$ cat src/hw/rtl/vspe_pkg.sv
// Shared types, codes and reset values for the valve step position executor.
// Used by every module of the block; depends on nothing.
`default_nettype none

package vspe_pkg;

	localparam int FIFO_DEPTH_DEF  = 16;
	localparam int VALVE_COUNT_DEF = 2;

	localparam int CFG_INDEX_W = 3;
	localparam int CFG_DATA_W  = 16;

	// operation codes
	localparam logic OP_PUSH = 1'b0;
	localparam logic OP_TICK = 1'b1;

	// command codes
	localparam logic [1:0] CMD_INIT  = 2'd0;
	localparam logic [1:0] CMD_CLOSE = 2'd1;
	localparam logic [1:0] CMD_RUN   = 2'd2;

	// motion codes
	localparam logic [1:0] MOTION_NONE = 2'd0;
	localparam logic [1:0] MOTION_UP   = 2'd1;
	localparam logic [1:0] MOTION_DOWN = 2'd2;

	// register indexes
	localparam logic [CFG_INDEX_W-1:0] REG_INIT_STEP     = 3'd0;
	localparam logic [CFG_INDEX_W-1:0] REG_CLOSE_STEP    = 3'd1;
	localparam logic [CFG_INDEX_W-1:0] REG_MIN_STEP      = 3'd2;
	localparam logic [CFG_INDEX_W-1:0] REG_MAX_STEP_MAIN = 3'd3;
	localparam logic [CFG_INDEX_W-1:0] REG_MAX_STEP_SUB  = 3'd4;
	localparam logic [CFG_INDEX_W-1:0] REG_SETTLE_TICKS  = 3'd5;

	// register reset values
	localparam logic signed [15:0] RST_INIT_STEP     = 16'sd0;
	localparam logic [9:0]         RST_CLOSE_STEP    = 10'd8;
	localparam logic [11:0]        RST_MIN_STEP      = 12'd30;
	localparam logic [11:0]        RST_MAX_STEP_MAIN = 12'd470;
	localparam logic [11:0]        RST_MAX_STEP_SUB  = 12'd270;
	localparam logic [7:0]         RST_SETTLE_TICKS  = 8'd10;

	typedef struct packed {
		logic signed [15:0] init_step;
		logic [9:0]         close_step;
		logic [11:0]        min_step;
		logic [11:0]        max_step_main;
		logic [11:0]        max_step_sub;
		logic [7:0]         settle_ticks;
	} cfg_t;

	typedef struct packed {
		logic               valve;
		logic [1:0]         command;
		logic signed [15:0] delta;
	} cmd_entry_t;

	typedef struct packed {
		logic signed [15:0] remaining;
		logic signed [15:0] position;
		logic               busy;
		logic [7:0]         settle;
	} valve_state_t;

endpackage

`default_nettype wire

$ cat src/hw/rtl/vspe_cmd_fifo.sv
// Command FIFO: synchronous memory, head/tail/count registers and a read bypass.
// Depends on vspe_pkg.
`default_nettype none

module vspe_cmd_fifo #(
	parameter int FIFO_DEPTH = vspe_pkg::FIFO_DEPTH_DEF
) (
	input  wire logic                 clk,
	input  wire logic                 arst_n,
	input  wire logic                 load,
	input  wire logic                 push,
	input  wire logic                 pop,
	input  wire vspe_pkg::cmd_entry_t wr_entry,
	output vspe_pkg::cmd_entry_t      head_entry,
	output logic                      not_empty,
	output logic                      full
);

	localparam int PTR_W = (FIFO_DEPTH > 1) ? $clog2(FIFO_DEPTH) : 1;
	localparam int CNT_W = $clog2(FIFO_DEPTH + 1);
	localparam logic [PTR_W-1:0] LAST_PTR = PTR_W'(FIFO_DEPTH - 1);
	localparam logic [CNT_W-1:0] FULL_CNT = CNT_W'(FIFO_DEPTH);

	vspe_pkg::cmd_entry_t mem [FIFO_DEPTH];

	logic [PTR_W-1:0] head_q;
	logic [PTR_W-1:0] tail_q;
	logic [CNT_W-1:0] count_q;
	logic [PTR_W-1:0] head_inc;
	logic [PTR_W-1:0] tail_inc;
	logic [PTR_W-1:0] rd_addr;
	vspe_pkg::cmd_entry_t rd_q;

	assign head_inc  = (head_q == LAST_PTR) ? '0 : head_q + 1'b1;
	assign tail_inc  = (tail_q == LAST_PTR) ? '0 : tail_q + 1'b1;
	// read where the head will stand after this cycle's pop
	assign rd_addr   = pop ? head_inc : head_q;
	assign not_empty = (count_q != '0);
	assign full      = (count_q == FULL_CNT);
	assign head_entry = rd_q;

	always_ff @(posedge clk or negedge arst_n) begin
		if (!arst_n) begin
			head_q  <= '0;
			tail_q  <= '0;
			count_q <= '0;
		end else begin
			if (push) begin
				tail_q  <= tail_inc;
				count_q <= count_q + 1'b1;
			end else if (pop) begin
				head_q  <= head_inc;
				count_q <= count_q - 1'b1;
			end
		end
	end

	always_ff @(posedge clk) begin
		if (push) begin
			mem[tail_q] <= wr_entry;
		end
	end

	// forward an entry written in the same cycle as the read
	always_ff @(posedge clk) begin
		if (load) begin
			if (push && (tail_q == rd_addr)) begin
				rd_q <= wr_entry;
			end else begin
				rd_q <= mem[rd_addr];
			end
		end
	end

endmodule

`default_nettype wire

$ cat src/hw/rtl/vspe_valve_mem.sv
// Per-valve state memory with registered read, valid bits and write forwarding.
// Depends on vspe_pkg.
`default_nettype none

module vspe_valve_mem #(
	parameter int VALVE_COUNT = vspe_pkg::VALVE_COUNT_DEF
) (
	input  wire logic                   clk,
	input  wire logic                   arst_n,
	input  wire logic                   rd_en,
	input  wire logic                   rd_addr,
	output vspe_pkg::valve_state_t      rd_state,
	input  wire logic                   wr_en,
	input  wire logic                   wr_addr,
	input  wire vspe_pkg::valve_state_t wr_state
);

	localparam logic [1:0] VC = 2'(VALVE_COUNT);

	vspe_pkg::valve_state_t mem [VALVE_COUNT];
	logic [VALVE_COUNT-1:0] valid_q;
	vspe_pkg::valve_state_t rd_q;
	logic rd_in_range;
	logic wr_in_range;

	assign rd_in_range = ({1'b0, rd_addr} < VC);
	assign wr_in_range = ({1'b0, wr_addr} < VC);
	assign rd_state    = rd_q;

	always_ff @(posedge clk or negedge arst_n) begin
		if (!arst_n) begin
			valid_q <= '0;
		end else if (wr_en && wr_in_range) begin
			valid_q[wr_addr] <= 1'b1;
		end
	end

	always_ff @(posedge clk) begin
		if (wr_en && wr_in_range) begin
			mem[wr_addr] <= wr_state;
		end
	end

	// an entry never written reads as the reset state
	always_ff @(posedge clk) begin
		if (rd_en) begin
			if (wr_en && wr_in_range && (wr_addr == rd_addr)) begin
				rd_q <= wr_state;
			end else if (rd_in_range && valid_q[rd_addr]) begin
				rd_q <= mem[rd_addr];
			end else begin
				rd_q <= '0;
			end
		end
	end

endmodule

`default_nettype wire

$ cat src/hw/rtl/vspe_step_unit.sv
// Next-state logic for one request: push decision, command apply, stepping, settling.
// Depends on vspe_pkg.
`default_nettype none

module vspe_step_unit (
	input  wire logic                   operation,
	input  wire logic                   valve,
	input  wire logic                   used,
	input  wire vspe_pkg::valve_state_t cur,
	input  wire vspe_pkg::cmd_entry_t   head,
	input  wire logic                   not_empty,
	input  wire logic                   full,
	input  wire vspe_pkg::cfg_t         cfg,
	output vspe_pkg::valve_state_t      nxt,
	output logic [1:0]                  motion,
	output logic                        accepted,
	output logic                        pop_req,
	output logic                        push_req
);

	logic signed [16:0] pos_x;
	logic signed [16:0] lo;
	logic signed [16:0] hi;
	logic signed [16:0] sum;
	logic signed [16:0] close_neg;
	logic signed [16:0] to_lo;
	logic signed [16:0] to_hi;

	assign pos_x     = {cur.position[15], cur.position};
	assign lo        = $signed({5'b0, cfg.min_step});
	assign hi        = valve ? $signed({5'b0, cfg.max_step_sub})
	                         : $signed({5'b0, cfg.max_step_main});
	assign sum       = pos_x + {head.delta[15], head.delta};
	assign close_neg = -(pos_x + $signed({7'b0, cfg.close_step}));
	assign to_lo     = lo - pos_x;
	assign to_hi     = hi - pos_x;

	always_comb begin
		nxt      = cur;
		motion   = vspe_pkg::MOTION_NONE;
		accepted = 1'b0;
		pop_req  = 1'b0;
		push_req = 1'b0;
		if (operation == vspe_pkg::OP_PUSH) begin
			push_req = !full;
			accepted = !full;
		end else if (used) begin
			if (!cur.busy && not_empty && (head.valve == valve)) begin
				pop_req  = 1'b1;
				nxt.busy = 1'b1;
				case (head.command)
					vspe_pkg::CMD_INIT: begin
						nxt.remaining = cfg.init_step;
						nxt.position  = '0;
					end
					vspe_pkg::CMD_CLOSE: begin
						nxt.remaining = close_neg[15:0];
						nxt.position  = '0;
					end
					vspe_pkg::CMD_RUN: begin
						// min limit is checked first; when min is above max, a sum below min clamps to min, any other to max
						if (sum < lo) begin
							nxt.remaining = to_lo[15:0];
							nxt.position  = lo[15:0];
						end else if (sum > hi) begin
							nxt.remaining = to_hi[15:0];
							nxt.position  = hi[15:0];
						end else begin
							nxt.remaining = head.delta;
							nxt.position  = sum[15:0];
						end
					end
					default: begin
						// unknown command: pop it and only mark busy so the valve settles
					end
				endcase
			end else if (cur.remaining == '0) begin
				if (cur.busy) begin
					if (cur.settle >= cfg.settle_ticks) begin
						nxt.busy   = 1'b0;
						nxt.settle = '0;
					end else begin
						nxt.settle = cur.settle + 1'b1;
					end
				end
			end else if (cur.remaining[15]) begin
				nxt.remaining = cur.remaining + 16'sd1;
				motion        = vspe_pkg::MOTION_UP;
			end else begin
				nxt.remaining = cur.remaining - 16'sd1;
				motion        = vspe_pkg::MOTION_DOWN;
			end
		end
	end

endmodule

`default_nettype wire

$ cat src/hw/rtl/valve_step_position_executor_unit.sv
// Top level of the valve step position executor: config registers, pipeline, output register.
// Depends on vspe_pkg, vspe_cmd_fifo, vspe_valve_mem and vspe_step_unit.
`default_nettype none

// Drives up to two stepper expansion valves from one shared command FIFO. Each request is
// either a push (init, close or run command for a valve) or a tick for one valve, and gives
// exactly one result. Throughput is one request per cycle while out_ready keeps the output
// register draining; a request is taken into stage 1 while the valve state and FIFO head
// are read, and its result is written into the output register when stage 1 fires. The
// per-valve state lives in a small memory read as a request enters stage 1 and written back
// as it leaves, with forwarding when consecutive requests touch the same valve or the FIFO
// entry just pushed. The state memory comes out of reset cleared through per-entry valid
// bits, so no clearing pass is needed. Configuration writes take effect at once and belong
// in idle periods.
module valve_step_position_executor_unit #(
	parameter int FIFO_DEPTH  = vspe_pkg::FIFO_DEPTH_DEF,
	parameter int VALVE_COUNT = vspe_pkg::VALVE_COUNT_DEF
) (
	input  wire logic                               clk,
	input  wire logic                               arst_n,
	input  wire logic                               cfg_wr_en,
	input  wire logic [vspe_pkg::CFG_INDEX_W-1:0]   cfg_index,
	input  wire logic [vspe_pkg::CFG_DATA_W-1:0]    cfg_data,
	input  wire logic                               in_valid,
	output logic                                    in_ready,
	input  wire logic                               operation,
	input  wire logic                               valve,
	input  wire logic [1:0]                         command,
	input  wire logic signed [15:0]                 delta,
	output logic                                    out_valid,
	input  wire logic                               out_ready,
	output logic                                    valve_out,
	output logic [1:0]                              motion,
	output logic                                    running,
	output logic signed [15:0]                      position,
	output logic                                    push_accepted
);

	localparam logic [1:0] VC = 2'(VALVE_COUNT);

	vspe_pkg::cfg_t cfg_q;

	logic               valid_s1;
	logic               operation_s1;
	logic               valve_s1;
	logic [1:0]         command_s1;
	logic signed [15:0] delta_s1;
	logic               used_s1;
	logic               fire_s1;
	logic               accept;

	logic               out_valid_q;
	logic               valve_out_q;
	logic [1:0]         motion_q;
	logic               running_q;
	logic signed [15:0] position_q;
	logic               push_accepted_q;

	vspe_pkg::cmd_entry_t   head_entry;
	vspe_pkg::cmd_entry_t   push_entry;
	vspe_pkg::valve_state_t cur_state;
	vspe_pkg::valve_state_t nxt_state;
	logic                   fifo_not_empty;
	logic                   fifo_full;
	logic                   pop_req;
	logic                   push_req;
	logic [1:0]             step_motion;
	logic                   step_accepted;
	logic                   state_wr;

	always_ff @(posedge clk or negedge arst_n) begin
		if (!arst_n) begin
			cfg_q.init_step     <= vspe_pkg::RST_INIT_STEP;
			cfg_q.close_step    <= vspe_pkg::RST_CLOSE_STEP;
			cfg_q.min_step      <= vspe_pkg::RST_MIN_STEP;
			cfg_q.max_step_main <= vspe_pkg::RST_MAX_STEP_MAIN;
			cfg_q.max_step_sub  <= vspe_pkg::RST_MAX_STEP_SUB;
			cfg_q.settle_ticks  <= vspe_pkg::RST_SETTLE_TICKS;
		end else if (cfg_wr_en) begin
			case (cfg_index)
				vspe_pkg::REG_INIT_STEP:     cfg_q.init_step     <= $signed(cfg_data);
				vspe_pkg::REG_CLOSE_STEP:    cfg_q.close_step    <= cfg_data[9:0];
				vspe_pkg::REG_MIN_STEP:      cfg_q.min_step      <= cfg_data[11:0];
				vspe_pkg::REG_MAX_STEP_MAIN: cfg_q.max_step_main <= cfg_data[11:0];
				vspe_pkg::REG_MAX_STEP_SUB:  cfg_q.max_step_sub  <= cfg_data[11:0];
				vspe_pkg::REG_SETTLE_TICKS:  cfg_q.settle_ticks  <= cfg_data[7:0];
				default: begin
				end
			endcase
		end
	end

	// stage 1 advances when the output register is free or being emptied
	assign fire_s1  = valid_s1 && (!out_valid_q || out_ready);
	assign in_ready = !valid_s1 || fire_s1;
	assign accept   = in_valid && in_ready;
	assign used_s1  = ({1'b0, valve_s1} < VC);

	always_ff @(posedge clk or negedge arst_n) begin
		if (!arst_n) begin
			valid_s1 <= 1'b0;
		end else if (in_ready) begin
			valid_s1 <= in_valid;
		end
	end

	always_ff @(posedge clk) begin
		if (accept) begin
			operation_s1 <= operation;
			valve_s1     <= valve;
			command_s1   <= command;
			delta_s1     <= delta;
		end
	end

	assign push_entry.valve   = valve_s1;
	assign push_entry.command = command_s1;
	assign push_entry.delta   = delta_s1;

	vspe_cmd_fifo #(
		.FIFO_DEPTH(FIFO_DEPTH)
	) u_fifo (
		.clk        (clk),
		.arst_n     (arst_n),
		.load       (accept),
		.push       (fire_s1 && push_req),
		.pop        (fire_s1 && pop_req),
		.wr_entry   (push_entry),
		.head_entry (head_entry),
		.not_empty  (fifo_not_empty),
		.full       (fifo_full)
	);

	assign state_wr = fire_s1 && (operation_s1 == vspe_pkg::OP_TICK) && used_s1;

	vspe_valve_mem #(
		.VALVE_COUNT(VALVE_COUNT)
	) u_state_mem (
		.clk      (clk),
		.arst_n   (arst_n),
		.rd_en    (accept),
		.rd_addr  (valve),
		.rd_state (cur_state),
		.wr_en    (state_wr),
		.wr_addr  (valve_s1),
		.wr_state (nxt_state)
	);

	vspe_step_unit u_step (
		.operation (operation_s1),
		.valve     (valve_s1),
		.used      (used_s1),
		.cur       (cur_state),
		.head      (head_entry),
		.not_empty (fifo_not_empty),
		.full      (fifo_full),
		.cfg       (cfg_q),
		.nxt       (nxt_state),
		.motion    (step_motion),
		.accepted  (step_accepted),
		.pop_req   (pop_req),
		.push_req  (push_req)
	);

	always_ff @(posedge clk or negedge arst_n) begin
		if (!arst_n) begin
			out_valid_q <= 1'b0;
		end else if (fire_s1) begin
			out_valid_q <= 1'b1;
		end else if (out_ready) begin
			out_valid_q <= 1'b0;
		end
	end

	always_ff @(posedge clk) begin
		if (fire_s1) begin
			valve_out_q     <= valve_s1;
			motion_q        <= step_motion;
			running_q       <= used_s1 && nxt_state.busy;
			position_q      <= used_s1 ? nxt_state.position : 16'sd0;
			push_accepted_q <= step_accepted;
		end
	end

	assign out_valid     = out_valid_q;
	assign valve_out     = valve_out_q;
	assign motion        = motion_q;
	assign running       = running_q;
	assign position      = position_q;
	assign push_accepted = push_accepted_q;

endmodule

`default_nettype wire
$ cat config.mk
export PLATFORM = sky130hd
export DESIGN_NAME = valve_step_position_executor_unit
export DESIGN_NICKNAME = d
export VERILOG_FILES = /design/src/hw/rtl/vspe_pkg.sv /design/src/hw/rtl/vspe_cmd_fifo.sv /design/src/hw/rtl/vspe_valve_mem.sv /design/src/hw/rtl/vspe_step_unit.sv /design/src/hw/rtl/valve_step_position_executor_unit.sv
export SDC_FILE = /design/constraint.sdc
export NUM_CORES = 1
export LEC_CHECK = 0
export BUFFER_PORTS_ARGS = -buffer_cell sky130_fd_sc_hd__clkbuf_2
export CORE_ASPECT_RATIO = 1.75
export CORE_MARGIN = 10
export CORE_UTILIZATION = 65
export DETAILED_ROUTE_END_ITERATION = 6
export MAX_ROUTING_LAYER = met4
export PLACE_DENSITY = 0.82
export SYNTH_ARGS = -nofsm -noshare
export SYNTH_HDL_FRONTEND = slang
export SYNTH_SLANG_ARGS = --single-unit
$ cat constraint.sdc
create_clock -name clk -period 11.1 [get_ports clk]
set_clock_uncertainty 0.1 [all_clocks]
set_input_delay 0.555 -clock clk [delete_from_list [all_inputs] [get_ports clk]]
set_output_delay 0.555 -clock clk [all_outputs]
set_load 0.03 [all_outputs]
Word-level counts from Yosys, hierarchy flattened:

Memories as Yosys holds them, arrays and structs flattened. A register that Yosys moved wholly into a read port is not among the register bits.
Index checks and enable logic that the tools add are counted.

* bits in registers: 169
* RAM bits: 386
* output and inout bits: 23
* logic and storage cells: 123
* memories: 2

* add/subtract/negate cells: 12
* order comparisons: 6
* eq/ne operators: 12
* muxes and demuxes: 36
* bitwise operators: 2
* reduce and logical (&&, ||, !) cells: 28

Memory list
* u_fifo.mem: depth 16, bits a word 19, read ports 1, clocked after memory_dff 1, wr ports 1, line vspe_cmd_fifo.sv:24 `vspe_pkg::cmd_entry_t mem [FIFO_DEPTH];`
* u_state_mem.mem: depth 2, bits a word 41, read ports 1, clocked after memory_dff 0, wr ports 1, line vspe_valve_mem.sv:20 `vspe_pkg::valve_state_t mem [VALVE_COUNT];`

Operator list (count)
* 41-bit two-way mux: 3
* 32-bit case mux with 3 select lines: 1
* 16-bit two-way mux: 4
* 32-bit two-way mux: 2
* 13-bit by 16-bit subtractor with 16-bit output: 2
* 9-bit two-way mux: 2
* 16-bit by 16-bit adder with 17-bit output: 1
* 17-bit > comparator: 1
* 17-bit by 13-bit less-than comparator with 1-bit output: 1
* 16-bit by 11-bit adder with 16-bit output: 1
* 16-bit by 2-bit adder with 16-bit output, second input constant: 1
* 16-bit zero test: 1
* 8-bit two-way mux: 2
* 16-bit negation: 1
* 16-bit by 2-bit subtractor with 16-bit output, second input constant: 1
* 1-bit two-way mux: 14
* 12-bit two-way mux: 1
* 4-bit two-way mux: 3
* 2-bit AND reduction: 6
* 5-bit two-way mux: 2
* 1-bit logical AND: 9
* 4-bit by 1-bit adder with 4-bit output, second input constant: 2
* 8-bit by 1-bit adder with 8-bit output, second input constant: 1
* 4-bit == test, second input constant: 2
* 23 further kinds: 32

Longest topological paths before layout:

Gate-level depths: netlist (run 1).

* word-level depth: 8
* mapped depth: 20
* gate-level depth less buffers: 19

Modules after synthesis:

From an unflattened synthesis (run 1), not the netlist that was laid out.

* cells, all modules: 2335
* area, all modules: 29975.0 µm²

Modules (own cells, without submodules)
* vspe_cmd_fifo: times used 1, cells each 1012, area an instance 14963.1 µm²
* vspe_step_unit: times used 1, cells each 851, area an instance 5889.4 µm²
* vspe_valve_mem: times used 1, cells each 268, area an instance 5111.2 µm²
* valve_step_position_executor_unit: times used 1, cells each 204, area an instance 4011.3 µm²

Least setup slack after synthesis (run 1):

No wires, ideal clock.

* path type: flip-flop to flip-flop
* from: register u_state_mem.rd_q (netlist bit u_state_mem.rd_state[9])
* to: register u_state_mem.rd_q (netlist bit u_state_mem.rd_state[11]), data pin
* library setup time: 0.261 ns
* arrival: 4.162 ns
* required time: 10.739 ns
* slack: 6.578 ns
* stages on the path, launching flop included: 20
* buffers on the path: 1
* cells stage by stage: edfxtp_1 -> ha_1 -> inv_1 -> fa_1 -> nor2b_1 -> o31ai_1 -> a21o_1 -> a21oi_1 -> o21a_1 -> o311ai_0 -> ha_1 -> nand3_1 -> a31o_2 -> a31oi_1 -> o21ba_2 -> a21boi_1 -> buf_2 -> mux2i_1 -> a21oi_1 -> a221o_1

* longest elaborated chain between the ends: 8
* elaborated cells on any way between the ends: 9

Ends and longest elaborated chain
* from (decl): line vspe_valve_mem.sv:22 `vspe_pkg::valve_state_t rd_q;`
* from (signal assigned): line vspe_valve_mem.sv:48 `rd_q <= wr_state;`
* from (signal assigned): line vspe_valve_mem.sv:50 `rd_q <= mem[rd_addr];`
* 16-bit by 16-bit adder with 17-bit output *: line vspe_step_unit.sv:33 `assign sum = pos_x + {head.delta[15], head.delta};`
* 17-bit > comparator: line vspe_step_unit.sv:65 `end else if (sum > hi) begin`
* 32-bit two-way mux: line vspe_step_unit.sv:65
* 32-bit two-way mux *: line vspe_step_unit.sv:62 `if (sum < lo) begin`
* 32-bit case mux with 3 select lines *: line vspe_step_unit.sv:51 `case (head.command)`
* 16-bit two-way mux *: line vspe_step_unit.sv:48 `if (!cur.busy && not_empty && (head.valve == valve)) begin`
* 41-bit two-way mux *: line vspe_step_unit.sv:44 `if (operation == vspe_pkg::OP_PUSH) begin`
* 41-bit two-way mux *: line vspe_valve_mem.sv:47 `if (wr_en && wr_in_range && (wr_addr == rd_addr)) begin`

Every way passes the cells marked *; elsewhere a longest branch is shown, timed or not.
A chain may end at the register's enable or synchronous reset.

Worst setup path in the final report (run 1):

* from: register u_state_mem.rd_q (netlist bit u_state_mem.rd_state[9])
* to: register u_state_mem.rd_q (netlist bit u_state_mem.rd_state[35]), data pin

* longest elaborated chain between the ends: 8
* elaborated cells on any way between the ends: 13

Ends and longest elaborated chain (line)
* 16-bit by 16-bit adder with 17-bit output: vspe_step_unit.sv:33
* 17-bit > comparator: vspe_step_unit.sv:65
* 32-bit two-way mux: vspe_step_unit.sv:65
* 32-bit two-way mux: vspe_step_unit.sv:62
* 32-bit case mux with 3 select lines *: vspe_step_unit.sv:51
* 16-bit two-way mux *: vspe_step_unit.sv:48
* 41-bit two-way mux *: vspe_step_unit.sv:44
* 41-bit two-way mux *: vspe_valve_mem.sv:47

Marked as above.

==> metrics.md, run 1 <==
| Metric | Value |
|---|---|
| Antenna viol nets, final | `0` |
| CP Launch Type | `flip-flop` |
| Grt total ovfl | `0` |
| Main synth FF type | `edfxtp_1` |
| Post-Place Worst Slack | `5.69 ns` |
| Power share of the clock group | `0.242` |
| DIE AREA | `52,200 um^2` |
| Die W | `177 um` |
| Rel. slew slack | `0.218` |
| DR WL met2 | `41,400 um` |
| Fmax | `0.179 GHz` |
| Register area share after synthesis | `0.599` |
| FF/Latch Area | `16,800 um^2` |
| Setup tns final | `0 ns` |
| Number of DRC markers in iteration 0 | `1,691` |
| Area growth, synth to finish | `10.1%` |
| Final period utilization | `0.503` |
| Critical path type | `reg -> reg` |
| I/O Pins | `67` |
| Worst setup EP type | `flip-flop` |
| Vias per std cell | `6.74` |
| Fin crit period | `5.58 ns` |
| Worst hold path class | `in -> reg` |
| Die Ht | `295 um` |
| WL per Instance | `29.3 um` |
| Leakage | `11.4 nW` |
| Area of the multi-input gates | `10,700 um^2` |
| Comb pwr share | `0.386` |
| Routed wl met3 | `4240 um` |
| Total of max-cap violations | `0` |
| Sequential fraction of design power | `0.372` |
| Initial antenna violation count | `0` |
| Fillers | `2,754` |
| Register bit count reported by yosys | `574` |
| Placeable Area | `42,700 um^2` |
| DP HPWL | `53,000 um` |
| Largest net degree at the start of global routing | `69` |
| CTS tree | `yes` |
| Num CTS Buffers | `51` |
| Final Slew Violations | `0` |
| Worst-path cell chain | `ha_1 > inv_1 > fa_1 > nor2b_1 > o31ai_1 > a21o_1 > a21oi_1 > o21a_1 > o311ai_0 > ha_1 > o21ai_0 > o21bai_1 > o31a_2 > nand2_1 > o211a_1 > o32ai_1` |
| CP Data Arrival Time | `5.86 ns` |
| H-tree lvl count | `2` |
| Final setup violation count | `0` |
| Clock root cell | `clkbuf_16` |
| Post-Route WL | `78,400 um` |
| Syn Nets | `2,158` |
| Post-CTS Setup Inserts | `0` |
| I/O Buffers | `66` |
| Reg clk slew, reported paths | `0.07 ns` |
| Router iterations before antenna repair | `6` |
| Worst Path Max Fanout | `37` |
| Clock buffer depth | `3` |
| Gpl congestion | `1.08` |
| DR vias | `18.1k` |
| DR top layer | `met4` |
| Unrepaired setup endpoints after global routing | `false` |
| Number of flops mapped to enable cells by yosys | `487` |
| Net Sw Frac | `0.353` |
| Net Switching | `2.65 mW` |
| Tot Pwr | `7.49 mW` |
| Final Hold Vio Count | `0` |
| Number of library cell types mapped by synthesis | `78` |
| Slowest CP cell | `o31a_2` |
| Commonest non-fill, non-tap cells in the layout | `edfxtp_1 (487), ha_1 (121), nand2_1 (119)` |
| GRT Util Overall | `0.312` |
| Num rows | `100` |
| Worst path max stage delay | `0.81 ns` |
| Layout cells sized above 1 | `0.196` |
| Post-synthesis average cell area | `14.1 um^2` |
| Int Pwr | `4.84 mW` |
| Crit path top cell by count | `ha_1` |
| Met1 wire length | `25,900 um` |
| Vias in the first global route | `18.7k` |
| Slew @ Worst Pin | `1.17 ns` |
| Outcome | `finished clean` |
| Initial Utilization | `0.658` |
| Commonest non-fill, non-tap cell in the layout | `edfxtp_1` |
| Warnings, synthesis | `0` |
| First-pass GRT wire length | `116,000 um` |
| Ant diodes | `0` |
| Clock Sink Count | `574` |
| Mapped Area | `28,100 um^2` |
| Ys async rst share | `0.152` |
| Worst VDD drop | `0.180 mV` |
| Nets@finish | `2,248` |
| Later-pin clock latency in the skew report | `0.60 ns` |
| Pwr dens | `242 nW/um^2` |
| Post-Synthesis Cells | `1,987` |
| Required @ worst endpoint | `11.37 ns` |
| # DRC | `0` |
| Setup ws final | `5.52 ns` |
## cells in the mapped netlist (7+ instances only)
| library cell | instances | share of area |
|---|---|---|
| a211o_1 | 8 | 0.0025 |
| a211oi_1 | 23 | 0.0062 |
| a21o_1 | 25 | 0.0067 |
| a21oi_1 | 102 | 0.018 |
| a221o_1 | 10 | 0.0036 |
| a22o_1 | 10 | 0.0031 |
| a31oi_1 | 16 | 0.0036 |
| and2_1 | 24 | 0.0053 |
| and3_1 | 16 | 0.0036 |
| buf_1 | 8 | 0.0011 |
| buf_2 | 9 | 0.0016 |
| clkbuf_1 | 48 | 0.0064 |
| dfrtp_1 | 70 | 0.062 |
| dfstp_2 | 17 | 0.016 |
| edfxtp_1 | 487 | 0.52 |
| ha_1 | 121 | 0.054 |
| inv_1 | 92 | 0.012 |
| mux2_2 | 86 | 0.035 |
| mux2i_1 | 68 | 0.024 |
| mux4_2 | 95 | 0.076 |
| nand2_1 | 119 | 0.016 |
| nand2b_1 | 12 | 0.0027 |
| nand3_1 | 24 | 0.0043 |
| nor2_1 | 119 | 0.016 |
| nor2b_1 | 16 | 0.0036 |
| nor3_1 | 29 | 0.0052 |
| o211ai_1 | 8 | 0.0021 |
| o21a_1 | 14 | 0.0037 |
| o21ai_0 | 100 | 0.018 |
| o21bai_1 | 9 | 0.0024 |
| o2bb2ai_1 | 7 | 0.0022 |
| o31ai_1 | 7 | 0.0019 |
| o32ai_1 | 8 | 0.0025 |
| xnor2_1 | 53 | 0.017 |
| xor2_1 | 15 | 0.0047 |
## stage by stage
step | instance area [um^2] | hold WS [ns] | instances | util
after detailed placement | 29200 | 0.354 | 2584 | 0.683
final | 30900 | 0.0244 | 2678 | 0.724
after global routing | 30900 | 0.0169 | 2678 | 0.724
after CTS | 30900 | 0.0177 | 2678 | 0.724
after floorplan | 28100 | 0.159 | 1987 | -
after global placement | 29200 | 0.346 | 2584 | 0.683
## power by group through the flow
stage	Clock, mW	Combinational (mW)	Sequential, mW
floorplan	0	2.05	2.76
global placement	0	2.76	2.81
detailed placement	0	2.82	2.82
CTS	1.83	2.85	2.78
global route	1.91	3.11	2.80
finish	1.82	2.89	2.78
## final timing paths
kind / to / depth (start not counted) / startpoint / slack (ns)
max in group asynchronous: u_fifo.count_q[0] / 3 / arst_n / 9.33
setup / recovery: u_state_mem.rd_state[35] / 16 / u_state_mem.rd_state[9] / 5.52
hold reg to reg: u_state_mem.valid_q[0] / 1 / u_state_mem.valid_q[0] / 0.36
setup reg to reg: u_state_mem.rd_state[35] / 16 / u_state_mem.rd_state[9] / 5.52
hold / removal: delta_s1[10] / 1 / delta[10] / 0.02
min in group asynchronous: cfg_q[20] / 2 / arst_n / 0.37
## final cells by class
class / instances / area share
Clock buffer: 65 / 0.0447
Clock inverter: 28 / 0.0109
Inverter: 92 / 0.0112
Multi-Input combinational cell: 1251 / 0.345
Sequential cell: 574 / 0.545
Tap cell: 561 / 0.0227
Timing Repair Buffer: 107 / 0.0208
## worst max-delay path: cells and delay by family (launching register included)
family,cells,cell delay [ns]
flops,1,0.49
simple gates,2,0.46
fa+ha+maj,3,0.82
compound gates,10,3.43
buf+inv,1,0.08
## cell families after synthesis
group           synth area share
flops                      0.599
simple gates              0.0670
fa+ha+maj                 0.0582
xor+xnor                  0.0212
mux                        0.136
compound gates            0.0951
buf+inv                   0.0235
## what timing repair did
action / 4_1_cts / 5_1_grt
hold endpoints to repair: 24 / 0
endpoints found under the setup margin: 0 / 0
hold buffers: 1 / 0
gates resized for setup: 0 / 0
## metal layers
layer,GRT usage,up-vias
li1,-,7857
met1,0.318,8942
met2,0.543,912
met3,0.0350,341
met4,0.224,0
met5,-,-
## state kept, by name, indices dropped and copies added, names as in the netlist, 2 cells and up
register,count
u_fifo.mem,304
cfg_q,70
command_s1,2
u_fifo.head_entry,19
u_state_mem.rd_state,41
u_state_mem.mem,82
u_state_mem.valid_q,2
u_fifo.count_q,5
u_fifo.tail_q,4
delta_s1,16
motion,2
position,16
u_fifo.head_q,4
Power figures use the tool's default switching activity.
==> inputs of run 2 (changes only) <==
--- a/config.mk
+++ b/config.mk
@@ -5,13 +5,14 @@
 export SDC_FILE = /design/constraint.sdc
 export NUM_CORES = 1
 export LEC_CHECK = 0
+export ABC_AREA = 1
 export BUFFER_PORTS_ARGS = -buffer_cell sky130_fd_sc_hd__clkbuf_2
 export CORE_ASPECT_RATIO = 1.75
 export CORE_MARGIN = 10
-export CORE_UTILIZATION = 65
+export CORE_UTILIZATION = 63
 export DETAILED_ROUTE_END_ITERATION = 6
 export MAX_ROUTING_LAYER = met4
-export PLACE_DENSITY = 0.82
+export PLACE_DENSITY = 0.8
 export SYNTH_ARGS = -nofsm -noshare
 export SYNTH_HDL_FRONTEND = slang
 export SYNTH_SLANG_ARGS = --single-unit
==> constraint.sdc (replaced) <==
create_clock -name clk -period 5.35 [get_ports clk]
set_clock_uncertainty 0.1 [all_clocks]
set_input_delay 0.2675 -clock clk [delete_from_list [all_inputs] [get_ports clk]]
set_output_delay 0.2675 -clock clk [all_outputs]
set_load 0.03 [all_outputs]
==> metrics.md, run 2 <==
| Metric | Value |
|---|---|
| Final Slew Violations | `0 (unchanged)` |
| I/O Buffers | `66 (unchanged)` |
| Final period utilization | `0.953 (+0.450)` |
| Placeable Area | `45,900 um^2 (+7.7%)` |
| Setup crit start | `valve_s1` |
| Area growth, synth to finish | `11.0%` |
| Met2 usage | `0.571 (+0.0272)` |
| Comb pwr share | `0.444 (+0.058)` |
| Synth top cells by count | `nand2_1 (590), edfxtp_1 (487), inv_1 (258), nor2_1 (257), o21ai_0 (208)` |
| Leakage | `13.1 nW (+15%)` |
| Setup ws final | `0.252 ns (-5.26 ns)` |
| Worst setup EP type | `flip-flop` |
| Met1 Use GR | `0.321 (+0.00297)` |
| I/O Pins | `67 (unchanged)` |
| Critical path type | `reg -> reg` |
| Cells on worst reg2reg path | `15 (-1)` |
| Vias in the first global route | `22.5k (+20%)` |
| Die W | `183 um (+3.2%)` |
| Unrepaired setup endpoints after global routing | `false` |
| Mapped Area | `29,200 um^2 (+4.0%)` |
| Post-Route WL | `90,000 um (+15%)` |
| Later-pin clock latency in the skew report | `0.60 ns (about the same)` |
| DR vias | `22.5k (+25%)` |
| Number of flip-flops in the largest register | `304 (unchanged)` |
| Net Switching | `7.44 mW (+180%)` |
| Ant diodes | `0 (unchanged)` |
| Commonest non-fill, non-tap cell in the layout | `nand2_1` |
| Register area share after synthesis | `0.576 (-0.0230)` |
| Worst hold path class | `in -> reg` |
| Fin crit period | `5.10 ns (-0.487 ns)` |
| Vias per std cell | `6.22 (-7.8%)` |
| GRT Util Overall | `0.326 (+0.0143)` |
| DIE AREA | `55,700 um^2 (+6.6%)` |
| Ys async rst share | `0.152 (unchanged)` |
| Worst-path cell chain | `buf_4 > inv_2 > o21ai_1 > a21oi_2 > nand2_4 > inv_4 > nand2_8 > o21ai_4 > inv_2 > o22ai_1 > inv_1 > nand3_2 > buf_4 > nand2_1 > o21ai_1` |
| Post-Synthesis Cells | `2,897 (+46%)` |
| Clock Sink Count | `574 (unchanged)` |
| Most Crowded Layer GR | `met2` |
| Net Sw Frac | `0.424 (+0.0706)` |
| Clock root cell | `clkbuf_16` |
| Outcome | `complete, but fails checks` |
| Register bit count reported by yosys | `574 (unchanged)` |
| Biggest regs | `u_fifo.mem: 304 flops, u_state_mem.mem: 82 flops, cfg_q: 70 flops` |
| Num CTS Buffers | `52 (+2.0%)` |
| Number of DRC markers in iteration 0 | `1,938 (+15%)` |
| Slew @ Worst Pin | `1.14 ns (-0.0341 ns)` |
| Post-Place Worst Slack | `0.454 ns (-5.23 ns)` |
| Hold path start | `cfg_data[6]` |
| Final Hold Vio Count | `0 (unchanged)` |
| Total of max-cap violations | `0 (unchanged)` |
| H-tree lvl count | `2 (unchanged)` |
| Synth area leader | `edfxtp_1` |
| Number of library cell types mapped by synthesis | `65 (-17%)` |
| CTS resizes | `0 (unchanged)` |
| Main synth FF type | `edfxtp_1` |
| Fmax | `0.196 GHz (+9.6%)` |
| Reg2reg start | `valve_s1` |
| CP Launch Type | `flip-flop` |
| Post-synthesis average cell area | `10.1 um^2 (-29%)` |
| Initial Utilization | `0.635 (-0.0224)` |
| Tot Pwr | `17.5 mW (+130%)` |
| Setup tns final | `0 ns (unchanged)` |
| Count leader, synth | `nand2_1` |
| Biggest register | `u_fifo.mem` |
| Final setup violation count | `0 (unchanged)` |
| Layout cells sized above 1 | `0.114 (-0.0812)` |
| Gpl congestion | `1.00 (-7.0%)` |
| Warnings, synthesis | `0 (unchanged)` |
| WL per Instance | `24.9 um (-15%)` |
| Pwr dens | `542 nW/um^2 (+120%)` |
| Sequential fraction of design power | `0.334 (-0.038)` |
| Met3 global-route usage | `0.0348 (-0.000221)` |
| Clock buffer depth | `3 (unchanged)` |
| Required @ worst endpoint | `5.55 ns (-5.82 ns)` |
| CP Data Arrival Time | `5.29 ns (-0.57 ns)` |
| Grt total ovfl | `0 (unchanged)` |
| Share of the synthesized area in the top cell type | `0.501 (-0.0200)` |
| First-pass GRT wire length | `134,000 um (+15%)` |
| Largest cells by area after synthesis | `edfxtp_1 (50%), nand2_1 (7.6%), dfrtp_1 (6.0%)` |
| Largest net degree at the start of global routing | `159 (+130%)` |
| Commonest non-fill, non-tap cells in the layout | `nand2_1 (590), edfxtp_1 (487), inv_1 (257)` |
| Router iterations before antenna repair | `7 (+1)` |
| Rel. slew slack | `0.239 (+0.0209)` |
| Slowest CP cell | `o21ai_4` |
| Violated checks | `DRC` |
| Number of flops mapped to enable cells by yosys | `487 (unchanged)` |
| Initial antenna violation count | `0 (unchanged)` |
| Die Ht | `305 um (+3.3%)` |
| CTS tree | `yes` |
| Syn Nets | `3,068 (+42%)` |
| Int Pwr | `10.1 mW (+110%)` |
| DP HPWL | `61,300 um (+16%)` |
| # DRC | `5 (+5)` |
| Power share of the clock group | `0.222 (-0.020)` |
| Nets@finish | `3,161 (+41%)` |
| Hold path depth | `3 (+2)` |
| Worst path max stage delay | `0.71 ns (-0.10 ns)` |
| Antenna viol nets, final | `0 (unchanged)` |
| Reg clk slew, reported paths | `0.06 ns (about the same)` |
| Worst Path Max Fanout | `38 (+2.7%)` |
| Worst VDD drop | `0.511 mV (+180%)` |
| Num rows | `104 (+4.0%)` |
run 2: routing by layer:
layer,wire (um),vias to the layer above
li1,-,10200
met1,29100,10800
met2,47500,1103
met3,4990,371
met4,8360,0
met5,0,-
run 2: worst paths after layout:
| kind | slack [ns] | end |
|---|---|---|
| worst max-delay path | 0.25 | u_fifo.head_entry[6] |
| worst min-delay path | 0.005 | cfg_q[60] |
| worst max register to register | 0.25 | u_fifo.head_entry[6] |
| worst min register to register | 0.38 | cfg_q[14] |
| max in group asynchronous | 4.02 | cfg_q[68] |
| min in group asynchronous | 0.03 | cfg_q[14] |
run 2: final cells by class:
class / count / area, um^2
Sequential cell: 574 / 16800
Inverter: 283 / 1070
Tap cell: 583 / 729
Fill cell: 3306 / 13500
Clock buffer: 60 / 1370
Clock inverter: 38 / 427
Multi-Input combinational cell: 1928 / 10900
Timing Repair Buffer: 151 / 1110
run 2: cells by family after synthesis:
family                     count (synthesis)  synth area share
and+or+nand+nor                         1088             0.158
DFF                                      574             0.576
buffers and inverters                    395            0.0560
xor gates and xnor gates                  55            0.0171
muxes                                     25           0.00879
adders and majority gates                127            0.0560
AOI/OAI and AO/OA                        633             0.128
run 2: worst max-delay path: cells and delay by family, from the launching register on:
| family | cells | cell delay (ns) |
|---|---|---|
| DFF | 1 | 0.38 |
| buffers and inverters | 6 | 2.00 |
| and+or+nand+nor | 4 | 0.52 |
| AOI/OAI and AO/OA | 5 | 1.71 |
run 2: power groups by stage:
stage / combinational (mW) / clock, mW / sequential [mW]
after detailed placement: 7.55 / 0 / 5.94
final: 7.78 / 3.90 / 5.86
after global routing: 8.50 / 4.09 / 5.89
after CTS: 7.65 / 3.92 / 5.85
after global placement: 7.39 / 0 / 5.91
after floorplan: 5.29 / 0 / 5.83
run 2: per-stage QoR:
| stage | instance area, um^2 | hold WS [ns] | utilization | std cells |
|---|---|---|---|---|
| floorplan | 29200 | -0.128 | - | 2897 |
| global placement | 30200 | 0.121 | 0.658 | 3480 |
| detailed placement | 30200 | 0.125 | 0.658 | 3480 |
| CTS | 32400 | 0.000665 | 0.705 | 3617 |
| global route | 32400 | 0.0192 | 0.705 | 3617 |
| finish | 32400 | 0.00481 | 0.705 | 3617 |
run 2: timing repair:
| action | 4_1_cts | 5_1_grt |
|---|---|---|
| setup buffers | 0 | 0 |
| hold buffers | 39 | 0 |
| hold endpoints to repair | 99 | 0 |
